[config.mk]
export PLATFORM = sky130hd
export DESIGN_NAME = physical_page_bitmap_allocator_top
export DESIGN_NICKNAME = d
export VERILOG_FILES = /design/src/hw/rtl/ppba_pkg.sv /design/src/hw/rtl/ppba_map_ram.sv /design/src/hw/rtl/ppba_ctrl.sv /design/src/hw/rtl/physical_page_bitmap_allocator_top.sv
export SDC_FILE = /design/constraint.sdc
export NUM_CORES = 1
export LEC_CHECK = 0
export BUFFER_PORTS_ARGS = -buffer_cell sky130_fd_sc_hd__buf_2
export CAP_MARGIN = 20
export CORE_AREA = 2 2 266 268
export DETAILED_ROUTE_END_ITERATION = 7
export DIE_AREA = 0 0 268 270
export PLACE_DENSITY = 0.48
export SYNTH_ARGS = -nofsm -noshare
export SYNTH_HDL_FRONTEND = slang
export SYNTH_HIERARCHICAL = 1
export SYNTH_SLANG_ARGS = --single-unit
[constraint.sdc]
create_clock -name clk -period 7.3 [get_ports clk]
set_input_delay 1.46 -clock clk [delete_from_list [all_inputs] [get_ports clk]]
set_output_delay 1.46 -clock clk [all_outputs]
set_load 0.01 [all_outputs]
[src/hw/rtl/ppba_pkg.sv]
// ----------------------------------------------------------------------------
// ppba_pkg
// Shared types, operation codes and helpers for the page bitmap allocator.
// ----------------------------------------------------------------------------
package ppba_pkg;

  localparam int WORD_BITS = 32;
  localparam int BIT_W     = 5;
  localparam int OS_W      = 10;
  localparam int PAGE_W    = 9;
  localparam int OP_W      = 2;
  localparam int CFG_IDX_W = 1;

  typedef logic [WORD_BITS-1:0] word_t;

  localparam word_t TOP_BIT  = 32'h8000_0000;
  localparam word_t ALL_ONES = 32'hFFFF_FFFF;

  typedef enum logic [OP_W-1:0] {
    OP_ALLOC = 2'd0,
    OP_FREE  = 2'd1,
    OP_INIT  = 2'd2
  } op_t;

  localparam logic [CFG_IDX_W-1:0] CFG_OS_PAGES  = 1'b0;
  localparam logic [CFG_IDX_W-1:0] CFG_LAST_PAGE = 1'b1;

  localparam logic STATUS_OK      = 1'b0;
  localparam logic STATUS_NO_PAGE = 1'b1;

  typedef struct packed {
    logic              status;
    logic [PAGE_W-1:0] page;
  } rsp_t;

  // Position of the first set bit counting from the MSB (lowest page first)
  function automatic logic [BIT_W-1:0] first_free(word_t w);
    logic [BIT_W-1:0] idx;
    idx = '0;
    for (int i = 0; i < WORD_BITS; i++) begin
      if (w[i]) begin
        idx = BIT_W'(WORD_BITS - 1 - i);
      end
    end
    return idx;
  endfunction

endpackage

[src/hw/rtl/ppba_map_ram.sv]
// ----------------------------------------------------------------------------
// ppba_map_ram
// Free map storage: one write port, one read port, registered read data.
// ----------------------------------------------------------------------------
module ppba_map_ram #(
  parameter int DEPTH  = 16,
  parameter int ADDR_W = 4
) (
  input  logic              clk,
  input  logic              we,
  input  logic [ADDR_W-1:0] waddr,
  input  ppba_pkg::word_t   wdata,
  input  logic              re,
  input  logic [ADDR_W-1:0] raddr,
  output ppba_pkg::word_t   rdata
);
  import ppba_pkg::*;

  word_t mem [DEPTH];

  always_ff @(posedge clk) begin
    if (we) begin
      mem[waddr] <= wdata;
    end
  end

  always_ff @(posedge clk) begin
    if (re) begin
      rdata <= mem[raddr];
    end
  end

endmodule

[src/hw/rtl/ppba_ctrl.sv]
// ----------------------------------------------------------------------------
// ppba_ctrl
// Request sequencer: word scan for allocate, read-modify-write for free and
// a one-word-per-cycle rebuild sweep for init and after reset.
// ----------------------------------------------------------------------------
module ppba_ctrl #(
  parameter int MAX_PAGES = 512,
  parameter int ADDR_W    = 4
) (
  input  logic                          clk,
  input  logic                          rst,
  input  logic                          req_valid,
  output logic                          req_stall,
  input  logic [ppba_pkg::OP_W-1:0]     req_op,
  input  logic [ppba_pkg::PAGE_W-1:0]   req_page,
  input  logic [ppba_pkg::OS_W-1:0]     os_pages,
  input  logic [ppba_pkg::PAGE_W-1:0]   last_page,
  input  logic                          slot_free,
  output logic                          fin_valid,
  output ppba_pkg::rsp_t                fin_rsp,
  output logic                          ram_we,
  output logic [ADDR_W-1:0]             ram_waddr,
  output ppba_pkg::word_t               ram_wdata,
  output logic                          ram_re,
  output logic [ADDR_W-1:0]             ram_raddr,
  input  ppba_pkg::word_t               ram_rdata
);
  import ppba_pkg::*;

  localparam int MAP_WORDS = (MAX_PAGES + WORD_BITS - 1) / WORD_BITS;
  localparam int PNUM_W    = ADDR_W + BIT_W;
  localparam int CMP_W     = (PNUM_W + 1 > OS_W) ? PNUM_W + 1 : OS_W;
  localparam int TAIL      = MAX_PAGES % WORD_BITS;
  localparam word_t TAIL_MASK = (TAIL == 0) ? ALL_ONES : ~(ALL_ONES >> TAIL);
  localparam logic [ADDR_W-1:0] LAST_WORD = ADDR_W'(MAP_WORDS - 1);
  localparam logic [CMP_W-1:0]  MAX_EXT   = CMP_W'(MAX_PAGES);

  typedef enum logic [4:0] {
    S_IDLE = 5'b00001,
    S_SCAN = 5'b00010,
    S_FREE = 5'b00100,
    S_FILL = 5'b01000,
    S_HOLD = 5'b10000
  } state_t;

  state_t            state, state_next;
  logic [ADDR_W-1:0] addr, addr_next;
  logic              fill_init, fill_init_next;
  logic [CMP_W-1:0]  reserved, reserved_next;
  logic [BIT_W-1:0]  free_bit, free_bit_next;
  rsp_t              hold_rsp, hold_rsp_next;

  logic [CMP_W-1:0]       page_ext, os_ext, os_sat, last_ext, hit_page;
  logic                   free_ok;
  logic [BIT_W-1:0]       hit_bit;
  logic [CMP_W-BIT_W-1:0] res_word, addr_ext;
  word_t                  fill_word;

  assign page_ext = CMP_W'(req_page);
  assign free_ok  = (req_page != '0) && (page_ext < MAX_EXT);
  assign os_ext   = CMP_W'(os_pages);
  assign os_sat   = (os_ext > MAX_EXT) ? MAX_EXT : os_ext;
  assign last_ext = CMP_W'(last_page);
  assign hit_bit  = first_free(ram_rdata);
  assign hit_page = CMP_W'({addr, hit_bit});
  assign res_word = reserved[CMP_W-1:BIT_W];
  assign addr_ext = (CMP_W - BIT_W)'(addr);

  // Rebuild pattern for the word under the sweep
  always_comb begin
    if (addr_ext < res_word) begin
      fill_word = '0;
    end else if (addr_ext == res_word) begin
      fill_word = ALL_ONES >> reserved[BIT_W-1:0];
    end else begin
      fill_word = ALL_ONES;
    end
    if (addr == LAST_WORD) begin
      fill_word = fill_word & TAIL_MASK;
    end
  end

  assign req_stall = (state != S_IDLE);

  // One request at a time: the write-back lands before the next request can
  // issue its read, so reads and writes to one word never overlap.
  always_comb begin
    state_next     = state;
    addr_next      = addr;
    fill_init_next = fill_init;
    reserved_next  = reserved;
    free_bit_next  = free_bit;
    hold_rsp_next  = hold_rsp;
    fin_valid      = 1'b0;
    fin_rsp        = '{status: STATUS_OK, page: '0};
    ram_we         = 1'b0;
    ram_waddr      = addr;
    ram_wdata      = fill_word;
    ram_re         = 1'b0;
    ram_raddr      = addr;

    unique case (state)
      S_IDLE: begin
        if (req_valid) begin
          unique case (op_t'(req_op))
            OP_ALLOC: begin
              ram_re     = 1'b1;
              ram_raddr  = '0;
              addr_next  = '0;
              state_next = S_SCAN;
            end
            OP_FREE: begin
              if (free_ok) begin
                ram_re        = 1'b1;
                ram_raddr     = page_ext[PNUM_W-1:BIT_W];
                addr_next     = page_ext[PNUM_W-1:BIT_W];
                free_bit_next = req_page[BIT_W-1:0];
                state_next    = S_FREE;
              end else begin
                fin_valid = 1'b1;
              end
            end
            OP_INIT: begin
              reserved_next  = os_sat;
              addr_next      = '0;
              fill_init_next = 1'b1;
              state_next     = S_FILL;
            end
            default: begin
              fin_valid = 1'b1;
            end
          endcase
        end
      end
      S_SCAN: begin
        if (ram_rdata != '0) begin
          fin_valid  = 1'b1;
          state_next = S_IDLE;
          if (hit_page > last_ext) begin
            fin_rsp.status = STATUS_NO_PAGE;
          end else begin
            ram_we       = 1'b1;
            ram_wdata    = ram_rdata & ~(TOP_BIT >> hit_bit);
            fin_rsp.page = hit_page[PAGE_W-1:0];
          end
        end else if (addr == LAST_WORD) begin
          fin_valid      = 1'b1;
          fin_rsp.status = STATUS_NO_PAGE;
          state_next     = S_IDLE;
        end else begin
          ram_re    = 1'b1;
          ram_raddr = addr + 1'b1;
          addr_next = addr + 1'b1;
        end
      end
      S_FREE: begin
        ram_we     = 1'b1;
        ram_wdata  = ram_rdata | (TOP_BIT >> free_bit);
        fin_valid  = 1'b1;
        state_next = S_IDLE;
      end
      S_FILL: begin
        ram_we = 1'b1;
        if (addr == LAST_WORD) begin
          fin_valid      = fill_init;
          fill_init_next = 1'b0;
          state_next     = S_IDLE;
        end else begin
          addr_next = addr + 1'b1;
        end
      end
      S_HOLD: begin
        fin_valid = 1'b1;
        fin_rsp   = hold_rsp;
        if (slot_free) begin
          state_next = S_IDLE;
        end
      end
      default: begin
        state_next = S_IDLE;
      end
    endcase

    // Park the result while the output register is still full
    if (fin_valid && !slot_free && state != S_HOLD) begin
      hold_rsp_next = fin_rsp;
      state_next    = S_HOLD;
    end
  end

  always_ff @(posedge clk) begin
    if (rst) begin
      state     <= S_FILL;
      addr      <= '0;
      fill_init <= 1'b0;
      reserved  <= '0;
    end else begin
      state     <= state_next;
      addr      <= addr_next;
      fill_init <= fill_init_next;
      reserved  <= reserved_next;
    end
  end

  always_ff @(posedge clk) begin
    free_bit <= free_bit_next;
    hold_rsp <= hold_rsp_next;
  end

endmodule

[src/hw/rtl/physical_page_bitmap_allocator_top.sv]
// ----------------------------------------------------------------------------
// physical_page_bitmap_allocator_top
// First-fit page allocator over a free bitmap held in a word-wide memory.
// ----------------------------------------------------------------------------
// Allocate: scans from word 0 up to the first word with a free bit, one map
//   word read per cycle from the memory, and then loads the result register.
// Free: read word, write back; init: one word written per cycle.
// Ignored requests finish from the idle state without a map access.
// One request in flight; the next is taken while a result waits for rsp_stall.
// Reset: a sweep over all map words marks every page free; req_stall stays high.
module physical_page_bitmap_allocator_top #(
  parameter int MAX_PAGES = 512
) (
  input  logic                              clk,
  input  logic                              rst,
  input  logic                              req_valid,
  output logic                              req_stall,
  input  logic [ppba_pkg::OP_W-1:0]         op,
  input  logic [ppba_pkg::PAGE_W-1:0]       page,
  output logic                              rsp_valid,
  input  logic                              rsp_stall,
  output logic                              status,
  output logic [ppba_pkg::PAGE_W-1:0]       granted_page,
  input  logic                              cfg_valid,
  output logic                              cfg_ready,
  input  logic [ppba_pkg::CFG_IDX_W-1:0]    cfg_index,
  input  logic [ppba_pkg::OS_W-1:0]         cfg_data
);
  import ppba_pkg::*;

  localparam int MAP_WORDS = (MAX_PAGES + WORD_BITS - 1) / WORD_BITS;
  localparam int ADDR_W    = (MAP_WORDS > 1) ? $clog2(MAP_WORDS) : 1;

  logic [OS_W-1:0]   os_pages;
  logic [PAGE_W-1:0] last_page;
  rsp_t              rsp_r;
  logic              slot_free;
  logic              fin_valid;
  rsp_t              fin_rsp;
  logic              ram_we, ram_re;
  logic [ADDR_W-1:0] ram_waddr, ram_raddr;
  word_t             ram_wdata, ram_rdata;

  assign cfg_ready = 1'b1;

  always_ff @(posedge clk) begin
    if (rst) begin
      os_pages  <= '0;
      last_page <= '1;
    end else if (cfg_valid && cfg_ready) begin
      unique case (cfg_index)
        CFG_OS_PAGES:  os_pages  <= cfg_data;
        CFG_LAST_PAGE: last_page <= cfg_data[PAGE_W-1:0];
        default:       ;
      endcase
    end
  end

  assign slot_free = !rsp_valid || !rsp_stall;

  always_ff @(posedge clk) begin
    if (rst) begin
      rsp_valid <= 1'b0;
    end else if (fin_valid && slot_free) begin
      rsp_valid <= 1'b1;
    end else if (!rsp_stall) begin
      rsp_valid <= 1'b0;
    end
  end

  always_ff @(posedge clk) begin
    if (fin_valid && slot_free) begin
      rsp_r <= fin_rsp;
    end
  end

  assign status       = rsp_r.status;
  assign granted_page = rsp_r.page;

  ppba_ctrl #(
    .MAX_PAGES (MAX_PAGES),
    .ADDR_W    (ADDR_W)
  ) u_ctrl (
    .clk       (clk),
    .rst       (rst),
    .req_valid (req_valid),
    .req_stall (req_stall),
    .req_op    (op),
    .req_page  (page),
    .os_pages  (os_pages),
    .last_page (last_page),
    .slot_free (slot_free),
    .fin_valid (fin_valid),
    .fin_rsp   (fin_rsp),
    .ram_we    (ram_we),
    .ram_waddr (ram_waddr),
    .ram_wdata (ram_wdata),
    .ram_re    (ram_re),
    .ram_raddr (ram_raddr),
    .ram_rdata (ram_rdata)
  );

  ppba_map_ram #(
    .DEPTH  (MAP_WORDS),
    .ADDR_W (ADDR_W)
  ) u_map_ram (
    .clk   (clk),
    .we    (ram_we),
    .waddr (ram_waddr),
    .wdata (ram_wdata),
    .re    (ram_re),
    .raddr (ram_raddr),
    .rdata (ram_rdata)
  );

  a_no_rw_overlap: assert property (@(posedge clk) disable iff (rst)
    ram_we |-> !ram_re)
    else $error("map read and write-back in the same cycle");

  a_fail_no_page: assert property (@(posedge clk) disable iff (rst)
    rsp_valid && status |-> granted_page == '0)
    else $error("failed allocate carries a page number");

  a_grant_bound: assert property (@(posedge clk) disable iff (rst)
    rsp_valid && !status |-> granted_page <= last_page)
    else $error("granted page above last_page");

  a_alloc_busy: assert property (@(posedge clk) disable iff (rst)
    req_valid && !req_stall && op == OP_ALLOC |=> req_stall)
    else $error("allocate request did not start a scan");

endmodule
-- After elaboration in Yosys (flattened, before gate mapping)
Memory sizes are Yosys's and may differ from the RTL's. A register that Yosys moved wholly into a read port is not among the register bits.
Cells that the tools add are included.
- add/subtract/negate cells: 1
- $lt $le $gt $ge: 4
- equal/unequal tests: 23
- shifts and indexed selects: 3
- muxes and demuxes: 84
- bitwise gates (word level): 4
- reductions and logical operators: 25
- operators by type and width (cell ; count):
    two-way mux 5 bit ; 38
    two-way mux 32 bit ; 4
    right shift 32 x 5 -> 32 bit, first input constant ; 3
    case mux 32 bit (2 select lines) ; 1
    bitwise AND 32 bit ; 1
    NOT 32 bit ; 1
    bitwise OR 32 bit ; 1
    nonzero test 32 bit ; 1
    case mux 4 bit (2 select lines) ; 3
    two-way mux 1 bit ; 20
    two-way mux 4 bit ; 5
    case mux 10 bit (2 select lines) ; 1
    case mux 5 bit (4 select lines) ; 1
    two-way mux 9 bit ; 2
    AND reduction 4 bit ; 4
    case mux 5 bit (3 select lines) ; 1
    case mux 4 bit (3 select lines) ; 1
    greater-than comparator 10 bit, second input constant ; 1
    < comparator 9 x 10 -> 1 bit, second input constant ; 1
    two-way mux 10 bit ; 1
    case mux 1 bit (2 select lines) ; 5
    greater-than comparator 9 bit ; 1
    inequality test 3 x 2 -> 1 bit, second input constant ; 3
    nonzero test 9 bit ; 1
    30 further kinds ; 43
- register bits: 65
- RAM bits: 512
- output and inout bits: 13
- memories: 1
- memories (name ; depth ; bits a word ; read ports ; clocked after Yosys merged registers in ; write ports ; RTL line ; source):
    u_map_ram.mem ; 16 ; 32 ; 1 ; 1 ; 1 ; ppba_map_ram.sv:19 ; word_t mem [DEPTH];

-- Depth between registers and ports, before layout
- word-level depth: 38
- gate-level depth with buffers: 17

-- By module
The synthesis kept the hierarchy.
- modules (own cells, without submodules) (module ; times used ; cells each ; area an instance (um^2) ; sequential area each (um^2)):
    ppba_map_ram ; 1 ; 838 ; 20155.6 ; 16335.7
    ppba_ctrl ; 1 ; 556 ; 4108.9 ; 850.8
    physical_page_bitmap_allocator_top ; 1 ; 94 ; 1158.6 ; 700.7

-- Worst setup path before layout
No wires, ideal clock.
- path type: register -> register
- start point: register u_map_ram.rdata[18] (read register of u_map_ram.mem)
- end point: memory u_map_ram/mem[0][0] (netlist bit) (enable)
- arrival: 5.749 ns
- data required time: 6.839 ns
- setup slack: 1.090 ns
- cell stages (with the launch flop): 16
- clock period less this slack: 6.210 ns
- cell sequence: edfxtp_1 > nand2b_1 > a21oi_1 > or4_1 > o21ai_1 > a31oi_1 > and2_1 > or2_2 > ha_1 > nand3_1 > o32a_4 > nor2_8 > nor2_1 > nand2_1 > or3b_2 > nor3_1
- word-level cells in the longest chain between the ends: 20
- ends and longest elaborated chain (element ; RTL line ; source):
    start, declared ; ppba_map_ram.sv:15 ; output ppba_pkg::word_t rdata
    two-way mux 5 bit (14 in a row) ; ppba_pkg.sv:41 ; if (w[i]) begin
    greater-than comparator 9 bit ; ppba_ctrl.sv:139 ; if (hit_page > last_ext) begin
    two-way mux 1 bit ; ppba_ctrl.sv:139 ;
    two-way mux 1 bit * ; ppba_ctrl.sv:136 ; if (ram_rdata != '0) begin
    case mux 1 bit (2 select lines) * ; ppba_ctrl.sv:102 ; unique case (state)
    via ram_we ; physical_page_bitmap_allocator_top.sv:40 ; logic ram_we, ram_re;
    two-way mux 1 bit * ; ppba_map_ram.sv:22 ; if (we) begin
    two-way mux 1 bit (implied by the code) * ; ppba_map_ram.sv:23 ; mem[waddr] <= wdata;
    end, declared ; ppba_map_ram.sv:19 ;
Mark *: on every way through the listed nets, which the timed path passes. The rest lies on a longest branch.

-- Final worst setup path
- start point: register u_map_ram.rdata[1] (read register of u_map_ram.mem)
- end point: memory u_map_ram/mem[2][24] (netlist bit) (enable)
- word-level cells in the longest chain between the ends: 37
- ends and longest elaborated chain (element ; RTL line):
    two-way mux 5 bit (31 in a row) ; ppba_pkg.sv:41
    greater-than comparator 9 bit ; ppba_ctrl.sv:139
    two-way mux 1 bit ; ppba_ctrl.sv:139
    two-way mux 1 bit * ; ppba_ctrl.sv:136
    case mux 1 bit (2 select lines) * ; ppba_ctrl.sv:102
    via ram_we ; physical_page_bitmap_allocator_top.sv:40
    two-way mux 1 bit * ; ppba_map_ram.sv:22
    two-way mux 1 bit (implied by the code) * ; ppba_map_ram.sv:23
Marks and branches as above.

==> results.rst <==
.. list-table::
   :header-rows: 1

   * - Metric
     - Value
   * - Top cells by area, synth
     - sky130_fd_sc_hd__edfxtp_1, sky130_fd_sc_hd__mux4_2, sky130_fd_sc_hd__dfxtp_1, sky130_fd_sc_hd__a22oi_1, sky130_fd_sc_hd__nor2_1
   * - Cts-stage hold buffer count
     - 0
   * - Shortest clock period the worst path allows after layout
     - 5.90 ns
   * - Clk Latency, worst-skew pair
     - roughly 0.60 ns
   * - Net Sw Frac
     - 28.5%
   * - DRT iter0 DRCs
     - 1,391
   * - Summed negative setup slack over all endpoints
     - 0 ns
   * - Fin. Hold Viols
     - 0
   * - DRT Wirelength
     - 69,700 um
   * - Startpoint types
     - flop
   * - CTS H-tree lvls
     - 3
   * - Post-synth EDFFs
     - 569
   * - Proportion of synthesized chip area in sequential cells
     - between 70% and 80%
   * - RSZ-0062 raised after global routing
     - false
   * - Number of setup violations in the final report
     - 0
   * - Commonest register cell after synthesis
     - sky130_fd_sc_hd__edfxtp_1
   * - Cell area after synthesis
     - 25,400 sq um
   * - Die extent in y
     - between 200 and 300 um
   * - Final number of max-transition violations
     - 0
   * - Result of the run
     - finished clean
   * - Synthesized net count
     - roughly 1.5k
   * - Number of clock sinks
     - 609
   * - Total Routing Usage GR
     - between 10% and 20%
   * - Post-Layout Cell Count
     - 2,565
   * - Count of buffers added by post-CTS timing repair for setup
     - 0
   * - Number of buffers inserted by port buffering
     - 38
   * - Max-cap check violation count
     - 0
   * - Cells after Synth
     - 1,488
   * - Reg clk slew, reported paths
     - 0.06 ns
   * - Post-layout nets
     - 1,619
   * - DRC violation count after routing
     - 0
   * - Cell count of the worst hold path
     - 1
   * - Worst min-delay path category
     - reg -> reg
   * - Gpl congestion
     - 0.947
   * - Fraction of the cycle the final worst path needs
     - roughly four fifths
   * - Biggest fanout along the worst timing path
     - 36
   * - HPWL after DPL
     - between 40,000 and 50,000 um
   * - Largest net degree at the start of global routing
     - 62
   * - I/O pins
     - 40
   * - Static Leakage
     - 9.02 nW
   * - P per Cell Area
     - around 340 nW/um^2
   * - Total cell area at the placement stage
     - 27,100 sq um
   * - Die outline area
     - 72,400 sq um
   * - Setup Skew
     - around 0.025 ns
   * - Floorplan Core Area
     - 69,500 sq um
   * - Worst r2r path cells
     - 16
   * - Warning count from the yosys run
     - 6
   * - Worst supply voltage drop on vdd
     - 0.150 mV
   * - Antenna violations before repair
     - 1
   * - Cts bufs inserted
     - 66
   * - Number of synthesized register bits
     - 609
   * - Worst-case setup slack after placement
     - roughly 1.4 ns
   * - Design Area, Final
     - 29,300 sq um
   * - Final worst-path setup slack
     - 1.40 ns
   * - Remaining Overflow, GRT
     - 0
   * - Critical Path AT
     - 6.19 ns
   * - # diodes
     - 0
   * - Proportion of netlist area held by the largest area contributor
     - 67.2%
   * - WL/cell
     - 27.2 um
   * - Flop pwr share
     - 45.6%
   * - CP required
     - between 7 and 8 ns
   * - Starting density of the core
     - a little over a third
   * - Overall die width
     - 268 um
   * - Final antenna-violating net count
     - 0
   * - Top cell type by total area after synthesis
     - sky130_fd_sc_hd__edfxtp_1
   * - Post-synth ARST share
     - 0%
   * - Measured slew at the worst slew-check pin
     - 1.04 ns
   * - Row cnt
     - 97
   * - Cell total after placement
     - 2,446
   * - Avg Inst Size Synth
     - 17.1 sq um
   * - Vias per Instance
     - 5.65
   * - Clock tree from TritonCTS
     - built
   * - Clock Tree Buf Depth
     - 3
   * - Yosys cell types
     - 78
   * - Critical path class
     - reg -> reg
   * - Kind of capture point of the worst setup path
     - flop
   * - Detailed-router iteration count before antenna repair
     - 5
   * - Clock Root Buffer
     - sky130_fd_sc_hd__clkbuf_16
   * - Remaining max-slew budget at the tightest pin
     - 30.7%
   * - Psw
     - ~2.8 mW
   * - Via count
     - 14.5k
   * - Internal power
     - 7.14 mW
   * - Fraction of layout cells with a size suffix above 1
     - 23.3%
   * - Wire length of the first global-routing pass
     - 101,000 um
   * - Proportion of power drawn by combinational gates
     - 22.1%
   * - Number of global-route vias before repair
     - 14.4k
   * - F_max
     - about 170 MHz
   * - Clk network pwr share
     - 32.4%
   * - Area overhead of the layout relative to synthesis
     - 15.1%
   * - Total of cells resized after clock tree synthesis
     - 0
stage by stage:
step / power [mW] / hold slack (ns) / utilization (%)
after floorplan: 5.93 / 0.435 / -
after global placement: 6.81 / 0.451 / 39.0
after detailed placement: 6.85 / 0.455 / 39.0
after CTS: 10.1 / 0.476 / 42.0
after global routing: 10.4 / 0.489 / 42.1
final: 9.98 / 0.470 / 42.1
final timing paths:
path,from,to,slack [ns]
max,u_map_ram/rdata[1],u_map_ram/mem[2][24],1.40
min,last_page[5],last_page[5],0.47
max reg2reg,u_map_ram/rdata[1],u_map_ram/mem[2][24],1.40
min reg2reg,last_page[5],last_page[5],0.47
state kept, by name, summed over array words and instances (netlist names):
| register | flops |
|---|---|
| granted_page | 9 |
| last_page | 9 |
| os_pages | 10 |
| rsp_valid | 1 |
| status | 1 |
| u_ctrl/fill_init | 1 |
| u_ctrl/free_bit | 5 |
| u_ctrl/hold_rsp | 10 |
| u_ctrl/ram_waddr | 4 |
| u_ctrl/reserved | 10 |
| u_ctrl/state | 5 |
| u_map_ram/mem | 512 |
| u_map_ram/rdata | 32 |
power groups by stage:
| stage | Sequential [mW] | Combinational (mW) | Clock [mW] |
|---|---|---|---|
| final | 4.55 | 2.20 | 3.23 |
| after global routing | 4.57 | 2.37 | 3.45 |
| after CTS | 4.55 | 2.22 | 3.32 |
| after detailed placement | 4.63 | 2.22 | 0 |
| after global placement | 4.62 | 2.19 | 0 |
| after floorplan | 4.62 | 1.31 | 0 |
area by class of cell:
type                    count  area, sq um
clock buffers              82         1760
clock inverters            35          329
fillers                  6143        40300
inverters                  29          109
multi-input cells         769         7230
flip-flops and latches    609        17900
well taps                 940         1180
repair buffers            101          776
cells in the mapped netlist, drive strengths merged (16+ instances only):
cell / count
a22oi: 81
edfxtp: 569
buf: 36
mux4: 128
clkbuf: 45
a21oi: 38
nor2: 89
ha: 16
o21ai: 46
nand2b: 27
nor3: 17
nand3: 18
o211ai: 37
dfxtp: 40
nand2: 79
inv: 29
cell usage in the layout, fill, tap and decap left out, types with 18 or more instances in the layout:
master	Yosys	layout
sky130_fd_sc_hd__nor2_1	87	74
sky130_fd_sc_hd__buf_2	11	39
sky130_fd_sc_hd__nand2b_1	27	27
sky130_fd_sc_hd__a22oi_1	81	81
sky130_fd_sc_hd__dfxtp_1	40	40
sky130_fd_sc_hd__a21oi_1	38	38
sky130_fd_sc_hd__o21ai_0	33	31
sky130_fd_sc_hd__buf_4	11	54
sky130_fd_sc_hd__clkbuf_16	0	67
sky130_fd_sc_hd__mux4_2	128	128
sky130_fd_sc_hd__inv_1	29	29
sky130_fd_sc_hd__edfxtp_1	569	569
sky130_fd_sc_hd__o211ai_1	29	29
sky130_fd_sc_hd__nand2_1	78	78
sky130_fd_sc_hd__nand3_1	18	18
critical path: stages, from the launching register on:
cell and delay [ns]:
sky130_fd_sc_hd__edfxtp_1 0.45, sky130_fd_sc_hd__nand2b_1 0.18, sky130_fd_sc_hd__a221oi_1 0.35, sky130_fd_sc_hd__o221ai_1 0.22
sky130_fd_sc_hd__o21ai_1 0.29, sky130_fd_sc_hd__a31oi_1 0.29, sky130_fd_sc_hd__and2_1 0.26, sky130_fd_sc_hd__or2_2 0.29
sky130_fd_sc_hd__ha_1 0.28, sky130_fd_sc_hd__nand3_1 0.09, sky130_fd_sc_hd__o32a_4 0.45, sky130_fd_sc_hd__nor2_8 0.45
sky130_fd_sc_hd__nor2_1 0.19, sky130_fd_sc_hd__nand2_1 0.17, sky130_fd_sc_hd__or3b_2 0.59, sky130_fd_sc_hd__nor2_4 0.70
sky130_fd_sc_hd__buf_4 0.32
layer usage:
metal	vias to the layer above	routed length, um	track usage (%)
met5	-	0	0
met4	0	1610	5.67
met3	85	3790	2.67
met2	523	33300	30.8
met1	7611	31000	27.8
li1	6272	-	-
cell families (layout without fill, tap and decap cells):
logic type / count (synthesis) / in the layout / share of synthesized area, %
XOR/XNOR: 2 / 2 / 0.0689
AND/OR/NAND/NOR: 331 / 331 / 7.05
AO/OA/AOI/OAI: 287 / 287 / 8.28
flip-flops: 609 / 609 / 70.4
multiplexers: 132 / 132 / 11.5
other: 1 / 1 / 0.0148
adder cells (fa/ha/maj): 16 / 16 / 0.787
buffers and inverters: 110 / 247 / 1.94
(Power assumes the default switching activity.)
